===== config.mk =====
export PLATFORM = sky130hd
export DESIGN_NAME = tfl_post
export DESIGN_NICKNAME = d
export VERILOG_FILES = /design/src/rtl/core/tfl_pkg.sv /design/src/rtl/core/tfl_post.sv
export SDC_FILE = /design/constraint.sdc
export NUM_CORES = 2
export LEC_CHECK = 0
export BUFFER_PORTS_ARGS = -buffer_cell sky130_fd_sc_hd__buf_2
export CAP_MARGIN = 0
export CORE_UTILIZATION = 45
export DETAILED_ROUTE_END_ITERATION = 8
export HOLD_SLACK_MARGIN = 0.12
export PLACE_DENSITY = 0.7
export SYNTH_ARGS = -nofsm -noshare
export SYNTH_HDL_FRONTEND = slang
export SYNTH_SLANG_ARGS = --single-unit

===== constraint.sdc =====
create_clock -name clk -period 9.5 [get_ports clk]
set_input_delay 0.95 -clock clk [delete_from_list [all_inputs] [get_ports clk]]
set_output_delay 0.95 -clock clk [all_outputs]
set_load 0.02 [all_outputs]

===== src/rtl/core/tfl_pkg.sv =====
`timescale 1ns / 1ps
`default_nettype none
package tfl_pkg;

  localparam int FRAC_BITS = 16;
  // every quotient in this block stays below 4.0
  localparam int DIV_EXTRA = 2;
  localparam int QUO_W = FRAC_BITS + DIV_EXTRA;
  localparam int DIV_W = 64;
  localparam int HALF_W = 31;
  localparam int KIND_W = 4;
  // input register, square, operand build, divider, min select, product, output
  localparam int PIPE_LAT = QUO_W + 6;

  localparam logic [KIND_W-1:0] KIND_SUPERBEE = 4'd0;
  localparam logic [KIND_W-1:0] KIND_MINMOD = 4'd1;
  localparam logic [KIND_W-1:0] KIND_MC = 4'd2;
  localparam logic [KIND_W-1:0] KIND_VANLEER = 4'd3;
  localparam logic [KIND_W-1:0] KIND_ALBADA = 4'd4;
  localparam logic [KIND_W-1:0] KIND_BARTH = 4'd5;
  localparam logic [KIND_W-1:0] KIND_VENKAT = 4'd6;
  localparam logic [KIND_W-1:0] KIND_UPWIND = 4'd7;
  localparam logic [KIND_W-1:0] KIND_SOU = 4'd8;
  localparam logic [KIND_W-1:0] KIND_QUICK = 4'd9;
  localparam logic [KIND_W-1:0] KIND_KOREN = 4'd10;

  localparam logic signed [63:0] ONE_Q = 64'sd1 <<< FRAC_BITS;
  localparam logic signed [63:0] TWO_Q = 64'sd2 <<< FRAC_BITS;
  localparam logic signed [63:0] THREE_Q = 64'sd3 <<< FRAC_BITS;
  localparam logic signed [63:0] FOUR_Q = 64'sd4 <<< FRAC_BITS;
  localparam logic signed [63:0] SIX_Q = 64'sd6 <<< FRAC_BITS;
  localparam logic signed [63:0] ELEVEN_Q = 64'sd11 <<< FRAC_BITS;
  localparam logic signed [63:0] TWELVE_Q = 64'sd12 <<< FRAC_BITS;
  localparam logic signed [63:0] ONE_SQ = 64'sd1 <<< (2 * FRAC_BITS);
  localparam logic signed [63:0] Q_MAX = 64'sd2147483647;
  localparam logic signed [63:0] Q_MIN = -64'sd2147483648;

  typedef struct packed {
    logic [KIND_W-1:0] kind;
    logic zero;
    logic [HALF_W-1:0] half;
    logic signed [63:0] base;
  } side_t;

  typedef struct packed {
    logic [DIV_W-1:0] num;
    logic [DIV_W-1:0] den;
  } div_op_t;

  function automatic logic signed [63:0] smin(input logic signed [63:0] x,
                                              input logic signed [63:0] y);
    return (x < y) ? x : y;
  endfunction

  function automatic logic signed [63:0] smax(input logic signed [63:0] x,
                                              input logic signed [63:0] y);
    return (x > y) ? x : y;
  endfunction

endpackage
`default_nettype wire


===== src/rtl/core/tfl_post.sv =====
`timescale 1ns / 1ps
`default_nettype none
module tfl_post import tfl_pkg::*; (
  input  logic clk,
  input  logic rst,
  input  logic in_vld,
  input  logic [QUO_W-1:0] quo_a,
  input  logic [QUO_W-1:0] quo_b,
  input  side_t in_side,
  output logic done,
  output logic signed [31:0] limiter_value,
  output logic saturated
);

  logic v4, v5;
  logic signed [63:0] m4, m_next, qa64, qb64, val5, val_next;
  logic [KIND_W-1:0] kind4;
  logic zero4;
  logic [HALF_W-1:0] half4;
  logic [HALF_W+QUO_W-1:0] prod;

  always_comb begin
    qa64 = {{(64-QUO_W){1'b0}}, quo_a};
    qb64 = {{(64-QUO_W){1'b0}}, quo_b};
    case (in_side.kind) inside
      KIND_VANLEER, KIND_ALBADA: m_next = qa64;
      KIND_BARTH: m_next = smin(ONE_Q, smin(qa64, qb64));
      KIND_VENKAT: m_next = smin(qa64, qb64);
      KIND_KOREN: m_next = smax(64'sd0, smin(in_side.base, qa64));
      default: m_next = in_side.base;
    endcase
  end

  always_comb begin
    prod = half4 * m4[QUO_W-1:0];
    if (zero4) begin
      val_next = '0;
    end else if ((kind4 == KIND_BARTH) || (kind4 == KIND_VENKAT)) begin
      val_next = 64'(prod >> FRAC_BITS);
    end else begin
      val_next = m4;
    end
  end

  always_ff @(posedge clk) begin
    if (rst) begin
      v4 <= 1'b0;
      v5 <= 1'b0;
      done <= 1'b0;
    end else begin
      v4 <= in_vld;
      v5 <= v4;
      done <= v5;
    end
    m4 <= m_next;
    kind4 <= in_side.kind;
    zero4 <= in_side.zero;
    half4 <= in_side.half;
    val5 <= val_next;
    if (val5 > Q_MAX) begin
      limiter_value <= 32'sh7fffffff;
      saturated <= 1'b1;
    end else if (val5 < Q_MIN) begin
      limiter_value <= 32'sh80000000;
      saturated <= 1'b1;
    end else begin
      limiter_value <= val5[31:0];
      saturated <= 1'b0;
    end
  end

endmodule
`default_nettype wire


Yosys cells after proc, flatten, opt, wreduce, memory -nomap -nowiden

Index checks and enable logic that the tools add are counted.

$mul: 1
Add/subtract/negate cells: 0
Reductions and logical operators: 3
$lt $le $gt $ge: 6
Divide/modulo/power cells: 0
Equal/unequal tests: 7
Shift-type cells: 0
Multiplexer cells: 11
Bitwise operators: 0

Operators with widths:

| kind                                                            | number |
|---|---|
| 2-to-1 mux 64 bit                                               | 6 |
| greater-than comparator 1 x 64 -> 1 bit, first input constant   | 1 |
| greater-than comparator 64 x 32 -> 1 bit, second input constant | 1 |
| less-than comparator 18 x 64 -> 1 bit, first input constant     | 1 |
| less-than comparator 64 x 19 -> 1 bit                           | 1 |
| less-than comparator 64 x 32 -> 1 bit, second input constant    | 1 |
| multiplier 31 x 18 -> 49 bit                                    | 1 |
| 2-to-1 mux 18 bit                                               | 2 |
| 2-to-1 mux 33 bit                                               | 1 |
| 2-to-1 mux 32 bit                                               | 1 |
| == test 4 x 3 -> 1 bit, second input constant                   | 5 |
| less-than comparator 18 bit                                     | 1 |
| == test 4 x 2 -> 1 bit, second input constant                   | 1 |
| == test 4 bit, second input constant                            | 1 |
| OR reduction 2 bit                                              | 2 |
| logical OR 1 bit                                                | 1 |
| 2-to-1 mux 1 bit                                                | 1 |

Input port bits: 139
Latch bits: 0
Flip-flop bits (word level): 200
Bits in writable memories: 0
ROM bits: 0
Memories: 0
Word-level logic and storage cells: 40

Logic depth before layout (Yosys ltp)

Depth after elaboration: 8
Mapped depth: 25
Depth with buffers taken out: 23

Worst setup path before layout

No wires, ideal clock.

Kind: register to register
Start point: register half4[24]
End point: register val5[27]
Arrival time: 6.254 ns
Period minus slack after synthesis: 6.371 ns
Data required time: 9.383 ns
Cell stages (with the launch flop): 25
Path slack: 3.129 ns
Path through: dfxtp_1 clkbuf_1 clkbuf_1 nand2_1 fa_1 inv_1 fa_1 inv_1 fa_1 inv_1 fa_1 fa_1 inv_1 fa_1 inv_1 ha_1 clkbuf_1 nand4_1 or4_4 o22ai_2 and4bb_4 o21bai_4 a21oi_2 xnor2_1 a22o_1

Word-level cells in the longest chain between the ends: 2

RTL lines:

| element                      | line           | RTL |
|---|---|---|
| from (decl)                  | tfl_post.sv:19 | `logic [HALF_W-1:0] half4;` |
| from (signal assigned)       | tfl_post.sv:58 | `half4 <= in_side.half;` |
| multiplier 31 x 18 -> 49 bit | tfl_post.sv:35 | `prod = half4 * m4[QUO_W-1:0];` |
| 2-to-1 mux 33 bit            | tfl_post.sv:38 | `end else if ((kind4 == KIND_BARTH) \|\| (kind4 == KIND_VENKAT)) begin` |
| to (signal assigned)         | tfl_post.sv:59 | `val5 <= val_next;` |
| to (decl)                    | tfl_post.sv:16 | `logic signed [63:0] m4, m_next, qa64, qb64, val5, val_next;` |

Every way passes these cells.
A chain may end at the register's enable or synchronous reset.

Worst setup path after layout

Start point: register m4[15]
End point: register val5[23]

Word-level cells in the longest chain between the ends: 2

RTL lines:

| element                      | line           | RTL |
|---|---|---|
| from (decl)                  | tfl_post.sv:16 |  |
| from (signal assigned)       | tfl_post.sv:55 | `m4 <= m_next;` |
| multiplier 31 x 18 -> 49 bit | tfl_post.sv:35 |  |
| 2-to-1 mux 33 bit            | tfl_post.sv:38 |  |

Every way passes these cells.

==> impl_metrics.ini <==
[placement]
portBuffers = 172
gp_congestion = 0.921
hpwl_mm = 50.5

[timing]
max_slew.worst_pin.slew_ns = 1.25
slew_violations = 0
min_period_ns = 7.32
fmax_mhz = 137
slew_headroom_pct = 16.7
hold_ws_ns = 0.429
rsz0062_at_grt = no
setup_tns_ns = 0
skew_ns = 0.0278
timing.final.crit_share_pct = 77.0
finalHoldViolCount = 0
setup_violations = 0

[flow_run]
drv_cap = 0

[final_layout]
area_growth_pct = 8.11
final_nets = 3631
fillers = 5074
drive_above_1_share_pct = 8.62
seq_area_um2 = 4010
multi_input_area_um2 = 18000

[setup_path]
critPathMaxFanout = 26
crit_type = reg2reg
critical_path_arrival_ns = 7.68
cp_common_cell = fa_1
max_stage_delay_ns = 1.14
slowest_stage = dfxtp_1
path_buf_inv = 3
rrSetupSlack_ns = 2.18
cp.required_ns = 9.86
cp_cell_sequence = nand2_1, fa_1, fa_1, inv_1, fa_1, fa_1, fa_1, inv_1, fa_1, inv_1, ha_1, a21o_1, a21o_1, a21oi_2, o21ai_1, a311oi_1, o21ai_1, a21oi_1, xnor2_1, a22o_1
path_delay_family = adder cells
cp-start-kind = flip-flop
end_kind = flip-flop

[clock_tree]
clockRootBuffer = clkbuf_16
clk_pin_slew_worst_paths_ns = 0.08
cts_tree = done
postCtsSetupBuffers = 0
cts.sinks = 200
cts_hold_buf = 0
cts_buffer_depth = 2
cts-htree-levels = 4
ctsResizeCount = 0
cts_buffers = 17
clk_latency_ns = 0.48

[grt]
track_usage_pct = 25.2
grt_pass1_wl_mm = 110
antenna_found_initial = 2
grt_max_degree = 59
overflow = 0
grt_pass1_vias = 20700

[logic_synthesis]
ys_warn_count = 0
synth.top_cell.area_share_pct = 37.4
async_reset_ff_share_pct = 0
yosys.area.top_type = fa_1
synthMostInstantiatedCell = inv_1
ys_seq_area_share_pct = 16.2
synthDistinctLibCells = 69
synth_area_um2 = 24700
syn_inst = 2807
ys_top_cells_by_area = fa_1 (37%), dfxtp_1 (16%), inv_1 (8.9%)
synth_ff_type = dfxtp_1
yosys-top-cells-count = inv_1 (585), nand2_1 (506), fa_1 (462)
syn_area_per_cell_um2 = 8.81
synth_edf_count = 0
syn_nets = 3563
ys_ff_latch = 200

[floorplanning]
die-area_um2 = 55900
num_rows = 85
die_w_um = 236
die_h_um = 236
start_util_pct = 45.7
boundaryPins = 173
core_area_um2 = 54000

[drt]
wire_per_inst_um = 18.5
viasPerCell = 5.31
drc = 0
first_iter_violations = 1299
ant_nets = 0
routed_wirelength_mm = 66.2
dr_total_vias = 19000
firstDrtPassIters = 5

[min_path]
holdCritPathClass = reg2reg

[status]
outcome = complete, no violations
[logic make-up (layout without fill, tap and decap cells)]
logic type	after synthesis	after routing	share of synthesized area, %
xor+xnor	31	31	1.10
compound gates	251	251	6.73
simple gates	965	965	19.0
other cells	0	1	0
mux	15	15	0.607
flops	200	200	16.2
buf+inv	728	809	11.1
fa+ha+maj	617	617	45.3
[registers in the layout (all words and copies together) (netlist names)]
name           flops
half4             31
m4                64
v5                 1
kind4              4
v4                 1
val5              64
saturated          1
zero4              1
limiter_value     32
done               1
[final cells by class]
cell class                      instances  area share, %
Timing Repair Buffer                  192           3.78
Sequential cell                       200           15.0
Tap cell                              696           3.26
Inverter                              585           8.22
Clock buffer                           17           1.59
Clock inverter                         15          0.833
Antenna cell                            1        0.00937
Multi-Input combinational cell       1879           67.3
[path summary, 6_finish.rpt]
kind / start / to / depth (start not counted)
setup / recovery: m4[15] / val5[23] / 20
hold / removal: val5[9] / limiter_value[9] / 2
setup reg to reg: m4[15] / val5[23] / 20
hold reg to reg: val5[9] / limiter_value[9] / 2
[worst reg2reg max path, stage by stage, from the launching register on]
cell and delay [ns]:
dfxtp_1 1.14, nand2_1 0.18, fa_1 0.52, fa_1 0.56, inv_1 0.06, fa_1 0.52, fa_1 0.54, fa_1 0.54
inv_1 0.05, fa_1 0.57, inv_1 0.05, ha_1 0.36, a21o_1 0.20, a21o_1 0.20, a21oi_2 0.21, o21ai_1 0.16
a311oi_1 0.55, o21ai_1 0.25, a21oi_1 0.25, xnor2_1 0.10, a22o_1 0.20
[per-stage QoR]
stage | utilization [%] | worst slack [ns] | std cells | instance area [um2]
finish | 49.5 | 2.18 | 3585 | 26700
global route | 49.5 | 1.89 | 3584 | 26700
CTS | 49.5 | 2.31 | 3584 | 26700
detailed placement | 48.3 | 2.32 | 3552 | 26100
global placement | 48.3 | 2.34 | 3552 | 26100
floorplan | - | 3.13 | 2807 | 24700
[cells in the final DEF, fill, tap and decap left out, types with 7 or more instances in the layout]
master / instances
o21ai_1: 21
clkbuf_16: 17
mux2i_1: 15
nor4_1: 29
nand2b_1: 8
and2_1: 252
nor3_1: 15
nand4_1: 26
buf_4: 20
nor2b_1: 11
xnor2_1: 19
a211oi_1: 11
a21oi_1: 91
inv_1: 585
a22o_1: 16
dfxtp_1: 193
nand2_1: 506
o21ai_0: 24
xor2_1: 12
and3_1: 36
a21o_1: 29
fa_1: 462
buf_2: 172
nor2_1: 41
dfxtp_2: 7
nand3_1: 14
ha_1: 155
a31oi_1: 8
[routing by layer]
metal | wire [um] | vias to the layer above | track usage (%)
met5 | 0 | - | 0
met4 | 2610 | 0 | 10.3
met3 | 3830 | 165 | 3.98
met2 | 33700 | 692 | 45.0
met1 | 26100 | 9574 | 30.2
li1 | - | 8613 | -
Power is not shown: default switching activity piles up to over one toggle a cycle in this logic, so the estimate is an artifact.
