[config.mk]
export PLATFORM = sky130hd
export DESIGN_NAME = tfl_prep
export DESIGN_NICKNAME = d
export VERILOG_FILES = /design/src/rtl/core/tfl_pkg.sv /design/src/rtl/core/tfl_prep.sv
export SDC_FILE = /design/constraint.sdc
export NUM_CORES = 2
export LEC_CHECK = 0
export BUFFER_PORTS_ARGS = -buffer_cell sky130_fd_sc_hd__buf_2
export CAP_MARGIN = 20
export CELL_PAD_IN_SITES_DETAIL_PLACEMENT = 0
export CELL_PAD_IN_SITES_GLOBAL_PLACEMENT = 2
export CORE_ASPECT_RATIO = 1.5
export CORE_MARGIN = 8
export CORE_UTILIZATION = 34
export CTS_CLUSTER_SIZE = 28
export DETAILED_ROUTE_END_ITERATION = 8
export GPL_TIMING_DRIVEN = 0
export PLACE_DENSITY = 0.82
export SYNTH_ARGS = -nofsm -noshare
export SYNTH_HDL_FRONTEND = slang
export SYNTH_SLANG_ARGS = --single-unit
[constraint.sdc]
create_clock -name clk -period 29.6 [get_ports clk]
set_input_delay 5.92 -clock clk [delete_from_list [all_inputs] [get_ports clk]]
set_output_delay 5.92 -clock clk [all_outputs]
set_load 0.02 [all_outputs]
[src/rtl/core/tfl_pkg.sv]
`timescale 1ns / 1ps
`default_nettype none
package tfl_pkg;

  localparam int FRAC_BITS = 16;
  // every quotient in this block stays below 4.0
  localparam int DIV_EXTRA = 2;
  localparam int QUO_W = FRAC_BITS + DIV_EXTRA;
  localparam int DIV_W = 64;
  localparam int HALF_W = 31;
  localparam int KIND_W = 4;
  // input register, square, operand build, divider, min select, product, output
  localparam int PIPE_LAT = QUO_W + 6;

  localparam logic [KIND_W-1:0] KIND_SUPERBEE = 4'd0;
  localparam logic [KIND_W-1:0] KIND_MINMOD = 4'd1;
  localparam logic [KIND_W-1:0] KIND_MC = 4'd2;
  localparam logic [KIND_W-1:0] KIND_VANLEER = 4'd3;
  localparam logic [KIND_W-1:0] KIND_ALBADA = 4'd4;
  localparam logic [KIND_W-1:0] KIND_BARTH = 4'd5;
  localparam logic [KIND_W-1:0] KIND_VENKAT = 4'd6;
  localparam logic [KIND_W-1:0] KIND_UPWIND = 4'd7;
  localparam logic [KIND_W-1:0] KIND_SOU = 4'd8;
  localparam logic [KIND_W-1:0] KIND_QUICK = 4'd9;
  localparam logic [KIND_W-1:0] KIND_KOREN = 4'd10;

  localparam logic signed [63:0] ONE_Q = 64'sd1 <<< FRAC_BITS;
  localparam logic signed [63:0] TWO_Q = 64'sd2 <<< FRAC_BITS;
  localparam logic signed [63:0] THREE_Q = 64'sd3 <<< FRAC_BITS;
  localparam logic signed [63:0] FOUR_Q = 64'sd4 <<< FRAC_BITS;
  localparam logic signed [63:0] SIX_Q = 64'sd6 <<< FRAC_BITS;
  localparam logic signed [63:0] ELEVEN_Q = 64'sd11 <<< FRAC_BITS;
  localparam logic signed [63:0] TWELVE_Q = 64'sd12 <<< FRAC_BITS;
  localparam logic signed [63:0] ONE_SQ = 64'sd1 <<< (2 * FRAC_BITS);
  localparam logic signed [63:0] Q_MAX = 64'sd2147483647;
  localparam logic signed [63:0] Q_MIN = -64'sd2147483648;

  typedef struct packed {
    logic [KIND_W-1:0] kind;
    logic zero;
    logic [HALF_W-1:0] half;
    logic signed [63:0] base;
  } side_t;

  typedef struct packed {
    logic [DIV_W-1:0] num;
    logic [DIV_W-1:0] den;
  } div_op_t;

  function automatic logic signed [63:0] smin(input logic signed [63:0] x,
                                              input logic signed [63:0] y);
    return (x < y) ? x : y;
  endfunction

  function automatic logic signed [63:0] smax(input logic signed [63:0] x,
                                              input logic signed [63:0] y);
    return (x > y) ? x : y;
  endfunction

endpackage
`default_nettype wire

[src/rtl/core/tfl_prep.sv]
`timescale 1ns / 1ps
`default_nettype none
module tfl_prep import tfl_pkg::*; (
  input  logic clk,
  input  logic rst,
  input  logic in_vld,
  input  logic signed [31:0] in_r,
  input  logic [KIND_W-1:0] in_kind,
  output logic out_vld,
  output side_t out_side,
  output div_op_t out_op_a,
  output div_op_t out_op_b
);

  logic v1, v2;
  logic signed [31:0] r1, r2;
  logic [KIND_W-1:0] k1, k2;
  logic [HALF_W-1:0] mag1;
  logic [61:0] sq2;

  logic signed [63:0] rr, absr, two_r, sf, ss, t, h, a, b, base, hh;
  logic signed [63:0] num_a, den_a, num_b, den_b;
  logic pos, zero;
  side_t side_next;
  div_op_t op_a_next, op_b_next;

  assign mag1 = r1[30:0];

  always_ff @(posedge clk) begin
    if (rst) begin
      v1 <= 1'b0;
      v2 <= 1'b0;
      out_vld <= 1'b0;
    end else begin
      v1 <= in_vld;
      v2 <= v1;
      out_vld <= v2;
    end
    r1 <= in_r;
    k1 <= in_kind;
    r2 <= r1;
    k2 <= k1;
    sq2 <= mag1 * mag1;
    out_side <= side_next;
    out_op_a <= op_a_next;
    out_op_b <= op_b_next;
  end

  always_comb begin
    rr = {{32{r2[31]}}, r2};
    pos = !r2[31] && (r2 != 32'sd0);
    absr = r2[31] ? -rr : rr;
    two_r = rr <<< 1;
    sf = {2'b00, sq2};
    ss = sf >>> FRAC_BITS;
    base = '0;
    num_a = '0;
    den_a = ONE_Q;
    num_b = '0;
    den_b = ONE_Q;
    t = '0;
    h = '0;
    a = '0;
    b = '0;
    case (k2)
      KIND_SUPERBEE: begin
        a = smin(two_r, ONE_Q);
        b = smin(rr, TWO_Q);
        base = smax(64'sd0, smax(a, b));
      end
      KIND_MINMOD: base = smax(64'sd0, smin(rr, ONE_Q));
      KIND_MC: begin
        t = ONE_Q + rr;
        h = (t + {63'd0, t[63]}) >>> 1;
        a = smin(smin(two_r, h), TWO_Q);
        base = smax(64'sd0, a);
      end
      KIND_VANLEER: begin
        num_a = rr + absr;
        den_a = ONE_Q + absr;
      end
      KIND_ALBADA: begin
        num_a = sf + (rr <<< FRAC_BITS);
        den_a = sf + ONE_SQ;
      end
      KIND_BARTH: begin
        num_a = rr <<< 2;
        den_a = ONE_Q + rr;
        num_b = FOUR_Q;
        den_b = ONE_Q + rr;
      end
      KIND_VENKAT: begin
        num_a = (ss <<< 3) + (ss <<< 2) + (rr <<< 2);
        den_a = (ss <<< 3) + (ss <<< 1) + ss + (rr <<< 2) + ONE_Q;
        num_b = (rr <<< 2) + TWELVE_Q;
        den_b = ss + (rr <<< 2) + ELEVEN_Q;
      end
      KIND_SOU: base = rr;
      KIND_QUICK: begin
        t = THREE_Q + rr;
        base = (t + (t[63] ? 64'sd3 : 64'sd0)) >>> 2;
      end
      KIND_KOREN: begin
        // n/3 with n clipped at 6.0: a clipped quotient still ends at 2.0
        t = ONE_Q + two_r;
        num_a = smax(64'sd0, smin(t, SIX_Q));
        den_a = THREE_Q;
        base = smin(two_r, TWO_Q);
      end
      default: base = '0;
    endcase
    zero = ((k2 == KIND_ALBADA) || (k2 == KIND_BARTH) || (k2 == KIND_VENKAT)) && !pos;
    if (zero) begin
      num_a = '0;
      den_a = ONE_Q;
      num_b = '0;
      den_b = ONE_Q;
    end
    hh = (ONE_Q + rr) >>> 1;
    side_next.kind = k2;
    side_next.zero = zero;
    side_next.half = hh[HALF_W-1:0];
    side_next.base = base;
    op_a_next.num = num_a;
    op_a_next.den = den_a;
    op_b_next.num = num_b;
    op_b_next.den = den_b;
  end

endmodule
`default_nettype wire

* Yosys cells after proc, flatten, opt, wreduce, memory -nomap -nowiden
Cells that the tools add are included.
** Word-level totals
- Input port bits :: 39
- Output and inout bits :: 357
- Word-level logic and storage cells :: 84
- Register bits :: 493
** Operators by class
- Mux-type cells :: 19
- $mul :: 1
- Reductions and logical operators :: 8
- $lt $le $gt $ge :: 12
- $add $sub $neg :: 19
- Eq/ne operators :: 9
** Operators with widths (count)
- 2-to-1 mux 64 bit :: 13
- case mux 64 bit (5 select lines) :: 2
- case mux 64 bit (6 select lines) :: 1
- greater-than comparator 1 x 64 -> 1 bit, first input constant :: 4
- case mux 64 bit (2 select lines) :: 2
- adder 18 x 64 -> 64 bit, first input constant :: 1
- adder 32 x 64 -> 64 bit :: 1
- adder 63 x 48 -> 64 bit :: 1
- adder 64 x 1 -> 64 bit :: 1
- greater-than comparator 64 bit :: 1
- less-than comparator 33 x 64 -> 1 bit :: 1
- less-than comparator 64 x 19 -> 1 bit, second input constant :: 1
- negator 32 -> 64 bit :: 1
- adder 62 x 33 -> 63 bit, second input constant :: 1
- multiplier 31 x 31 -> 62 bit :: 1
- adder 53 x 18 -> 54 bit, second input constant :: 1
- adder 52 x 34 -> 53 bit :: 1
- adder 51 x 34 -> 52 bit :: 1
- adder 50 x 46 -> 51 bit :: 1
- adder 49 x 47 -> 50 bit :: 1
- adder 49 x 48 -> 50 bit :: 1
- adder 48 x 21 -> 49 bit, second input constant :: 1
- adder 47 x 34 -> 48 bit :: 1
- adder 34 x 21 -> 35 bit, second input constant :: 1
- 19 further kinds :: 27

* Longest topological paths before layout
- Depth in word-level cells :: 9
- Mapped depth :: 42
- Gate-level depth less buffers :: 39

* Worst setup path before layout
No wires, ideal clock.
- Path kind :: register -> register
- From :: register r2[31]
- To :: register out_side[15] (netlist bit)
- Data arrival time :: 10543 ps
- Setup time :: 83 ps
- Required time :: 29517 ps
- Path slack :: 18974 ps
- Path buffers :: 7
- Period minus slack after synthesis :: 10626 ps
- Stages on the path, launching flop included :: 37
- Path through :: dfxtp_1 -> inv_1 -> clkbuf_1 -> clkbuf_1 -> nor3_1 -> ha_1 -> and3_1 -> and4_1 -> nand2_1 -> nor2_1 -> nand4_1 -> clkbuf_1 -> clkbuf_1 -> o21ai_0 -> ha_1 -> a21o_1 -> a21o_1 -> a21oi_1 -> nor2b_1 -> o21ai_0 -> a31oi_1 -> or2_2 -> o41ai_1 -> a31o_2 -> a21oi_1 -> ha_1 -> buf_1 -> clkbuf_1 -> mux2i_1 -> nand2_1 -> or4_1 -> ha_1 -> or4_1 -> o22ai_1 -> clkbuf_1 -> a221oi_1 -> o221ai_1
** On the way
- Longest elaborated chain between the ends :: 9
- Elaborated cells on any way between the ends :: 26
- Classes of those cells :: add/sub: 4; order compare: 10; mux: 12
** Ends and longest elaborated chain
- start: declaration :: line tfl_prep.sv:16 : logic signed [31:0] r1, r2;
- start signal: assignment :: line tfl_prep.sv:41 : r2 <= r1;
- adder 18 x 32 -> 33 bit
- adder 64 x 1 -> 64 bit :: line tfl_prep.sv:74 : h = (t + {63'd0, t[63]}) >>> 1;
- less-than comparator 33 x 64 -> 1 bit :: line tfl_pkg.sv:52 : return (x < y) ? x : y;
- 2-to-1 mux 64 bit :: line tfl_pkg.sv:52
- less-than comparator 64 x 19 -> 1 bit :: line tfl_pkg.sv:52
- 2-to-1 mux 64 bit :: line tfl_pkg.sv:52
- greater-than comparator 1 x 64 -> 1 bit :: line tfl_pkg.sv:57 : return (x > y) ? x : y;
- 2-to-1 mux 64 bit :: line tfl_pkg.sv:57
- case mux 64 bit (6 select lines) (*) :: line tfl_prep.sv:65 : case (k2)
- named net base[15] :: line tfl_prep.sv:21 : logic signed [63:0] rr, absr, two_r, sf, ss, t, h, a, b, base, hh;
- end signal: assignment :: line tfl_prep.sv:44 : out_side <= side_next;
- end: declaration :: line tfl_prep.sv:10 : output side_t out_side,
The timed path passes the listed nets; every way through them passes the cells marked *.
A chain may end at the register's enable or synchronous reset.

* Worst setup path in the final report
- From :: register r2[31]
- To :: register out_side[13] (netlist bit)
Same word-level chain as after synthesis.

==> flow_summary.toml <==
[outcome]
status = "finished, final reports clean"

[yosys]
synth.distinct_cells = 93
yosysTopAreaCell = "fa_1"
yosysSeqAreaShare = 0.1380
synth_ff_type = "dfxtp_1"
synth-edff-count = 0
async_reset_ff_frac = 0
ys_ff_latch = 445
syn-cell-area_um2 = 64550
synth_top_area_frac = 0.2518
synth_area_per_cell_um2 = 8.723
ys_top_cells_by_area = "fa_1 (25%), ha_1 (15%), dfxtp_1 (14%), inv_1 (5.8%), xnor2_1 (4.7%)"
netlist_instances = 7400
yosysWarnings = 0

[die]
die_area_um2 = 204300
pin_count = 396
initial_utilization = 0.3410
die_h_um = 549.7
coreArea_um2 = 189300
rows = 196
die_x_um = 371.8

[global_route]
grt_max_degree = 56
grt_pass1_vias = 60790
overflow = 0
grt_pass1_wl_um = 407100
antenna_found_initial = 15
grtUsageTotal = 0.2719

[setup_path]
critPathTopFamily = "simple AND/OR/NAND/NOR gates"
slowest_stage = "a21oi_1"
cp_common_cell = "clkbuf_1"
cp-start-kind = "flop"
end_kind = "flop"
regToRegSetupSlack_ns = 14.50
worstSetupPathType = "flop to flop"
cp.arrival_ns = 15.66
critPathMaxFanout = 49
cp.required_ns = 30.16
path_buf_inv = 8
slowest_delay_ns = 1.00

[place]
portBuffers = 393
gp_congestion = 1.004
place_hpwl_um = 238900

[sta]
drv_slew = 0
max_slew.worst_pin.slew_ns = 1.462
setup_violations = 0
hold_viol = 0
min_period_ns = 15.10
fin_skew_ns = 0.04125
maxSlewHeadroom = 0.02510
fin_tns_setup_ns = 0
fmax_mhz = 66.22
post-route-period-util = 0.5102
rsz0062_at_grt = "false"

[cells_and_area]
drive_above_1_share = 0.08589
area_growth_pct = 11.17
fin_nets = 9487
seqCellArea_um2 = 8912
multi_input_area_um2 = 50340
fill_cells = 19590

[routing]
avgViaCountPerCell = 5.467
wl_per_cell_um = 27.40
drc = 0
routed_wl_um = 285000
drt_pass1_iterations = 8
ant_nets = 0
via_count = 56870
drt_iter0_drc = 4011

[clock_network]
clock_path_buffers = 3
cts_made_buffers = 50
clkSinkCount = 445
cts-resized-gates = 0
cts_hold_buffers = 0
cts_setup_buffers = 0
clk-insertion-delay-late_ns = 0.71
clk_pin_slew_ns = 0.06
htree_levels = 2
cts_root_buffer = "clkbuf_16"
cts_tree = "yes"

[worst_hold_path]
hp-class = "flop to flop"

[run]
maxCapViolCount = 0
-- worst paths after layout --
check,startpoint,cells after the start,endpoint
max,r2[31]$_DFF_P_,35,out_side[13]$_DFF_P_
min,k1[2]$_DFF_P_,0,k2[2]$_DFF_P_
max reg2reg,r2[31]$_DFF_P_,35,out_side[13]$_DFF_P_
min reg2reg,k1[2]$_DFF_P_,0,k2[2]$_DFF_P_
-- cells in the final DEF (no fill, tap or decap), types with 35 or more instances in the layout --
cell	count
xnor2_1	348
clkbuf_16	50
xor2_1	163
nand4_1	80
o21bai_1	54
nand3_1	97
fa_1	812
a21oi_1	458
o21ai_0	272
nand2b_1	62
and2_1	246
mux2i_1	36
a221oi_1	56
buf_2	407
o21a_1	41
nand2_1	565
a22oi_1	35
nor2b_1	109
nor3_1	76
buf_4	51
a222oi_1	40
ha_1	757
and3_1	50
dfxtp_1	444
nor2_1	451
a211oi_1	37
a31o_2	44
inv_1	1000
clkbuf_1	275
a21o_1	258
a31oi_1	53
-- area by class of cell --
class                      count  area share
clock buffer                  58     0.01785
multi-input combinational   5592      0.7014
clock inverter                32    0.005632
inverter                    1010     0.05283
buffer                       358     0.02158
antenna                        9   0.0003138
sequential                   445      0.1242
tap                         2475     0.04315
timing repair buffer         422     0.03300
-- synth_stat cells, types with 41 or more instances --
| master | count |
|---|---|
| and2_1 | 246 |
| a31oi_1 | 53 |
| nor3_1 | 77 |
| ha_1 | 757 |
| inv_1 | 1000 |
| o21bai_1 | 54 |
| fa_1 | 812 |
| a21oi_1 | 458 |
| o21ai_0 | 272 |
| a21o_1 | 258 |
| xnor2_1 | 348 |
| nand4_1 | 80 |
| dfxtp_1 | 445 |
| xor2_1 | 163 |
| nand2_1 | 565 |
| and3_1 | 50 |
| a221oi_1 | 56 |
| clkbuf_1 | 268 |
| a31o_2 | 44 |
| nor2_1 | 452 |
| nand3_1 | 97 |
| nand2b_1 | 62 |
| o21a_1 | 41 |
| buf_4 | 48 |
| nor2b_1 | 109 |
-- logic make-up after synthesis --
| kind of cell | Yosys count | share of synthesized area |
|---|---|---|
| AOI/OAI and AO/OA | 1604 | 0.1640 |
| buffers and inverters | 1368 | 0.08271 |
| DFF | 445 | 0.1380 |
| adders and majority gates | 1570 | 0.3987 |
| and+or+nand+nor | 1857 | 0.1399 |
| xor gates and xnor gates | 512 | 0.06976 |
| other | 1 | 0.00005809 |
| muxes | 43 | 0.006804 |
-- sequential cells by signal (all words and copies together), names as in the netlist --
name,cells
out_op_b,82
out_side,100
k2,4
k1,4
sq2,61
r2,31
out_op_a,128
v1,1
r1,32
v2,1
out_vld,1
-- metrics by stage --
stage | utilization | instances | setup slack, ns | instance area, um^2 | hold slack (ns)
floorplan | - | 7405 | 18.97 | 64570 | 0.3096
global placement | 0.3678 | 10270 | 9.381 | 69630 | 0.3135
detailed placement | 0.3694 | 10290 | 14.71 | 69930 | 0.3147
CTS | 0.3783 | 10380 | 14.70 | 71620 | 0.3269
global route | 0.3790 | 10390 | 14.39 | 71740 | 0.3367
finish | 0.3791 | 10400 | 14.50 | 71760 | 0.3267
-- layer usage --
metal,share of wire,vias to the layer above,track usage,routed length (um)
met5,0.000063,-,0,18
met4,0.097,2,0.2099,27550
met3,0.050,845,0.03065,14230
met2,0.50,2200,0.4921,142300
met1,0.35,28050,0.2854,100900
li1,-,25770,-,-
Power is not shown: default switching activity piles up to over one toggle a cycle in this logic, so the estimate is an artifact.
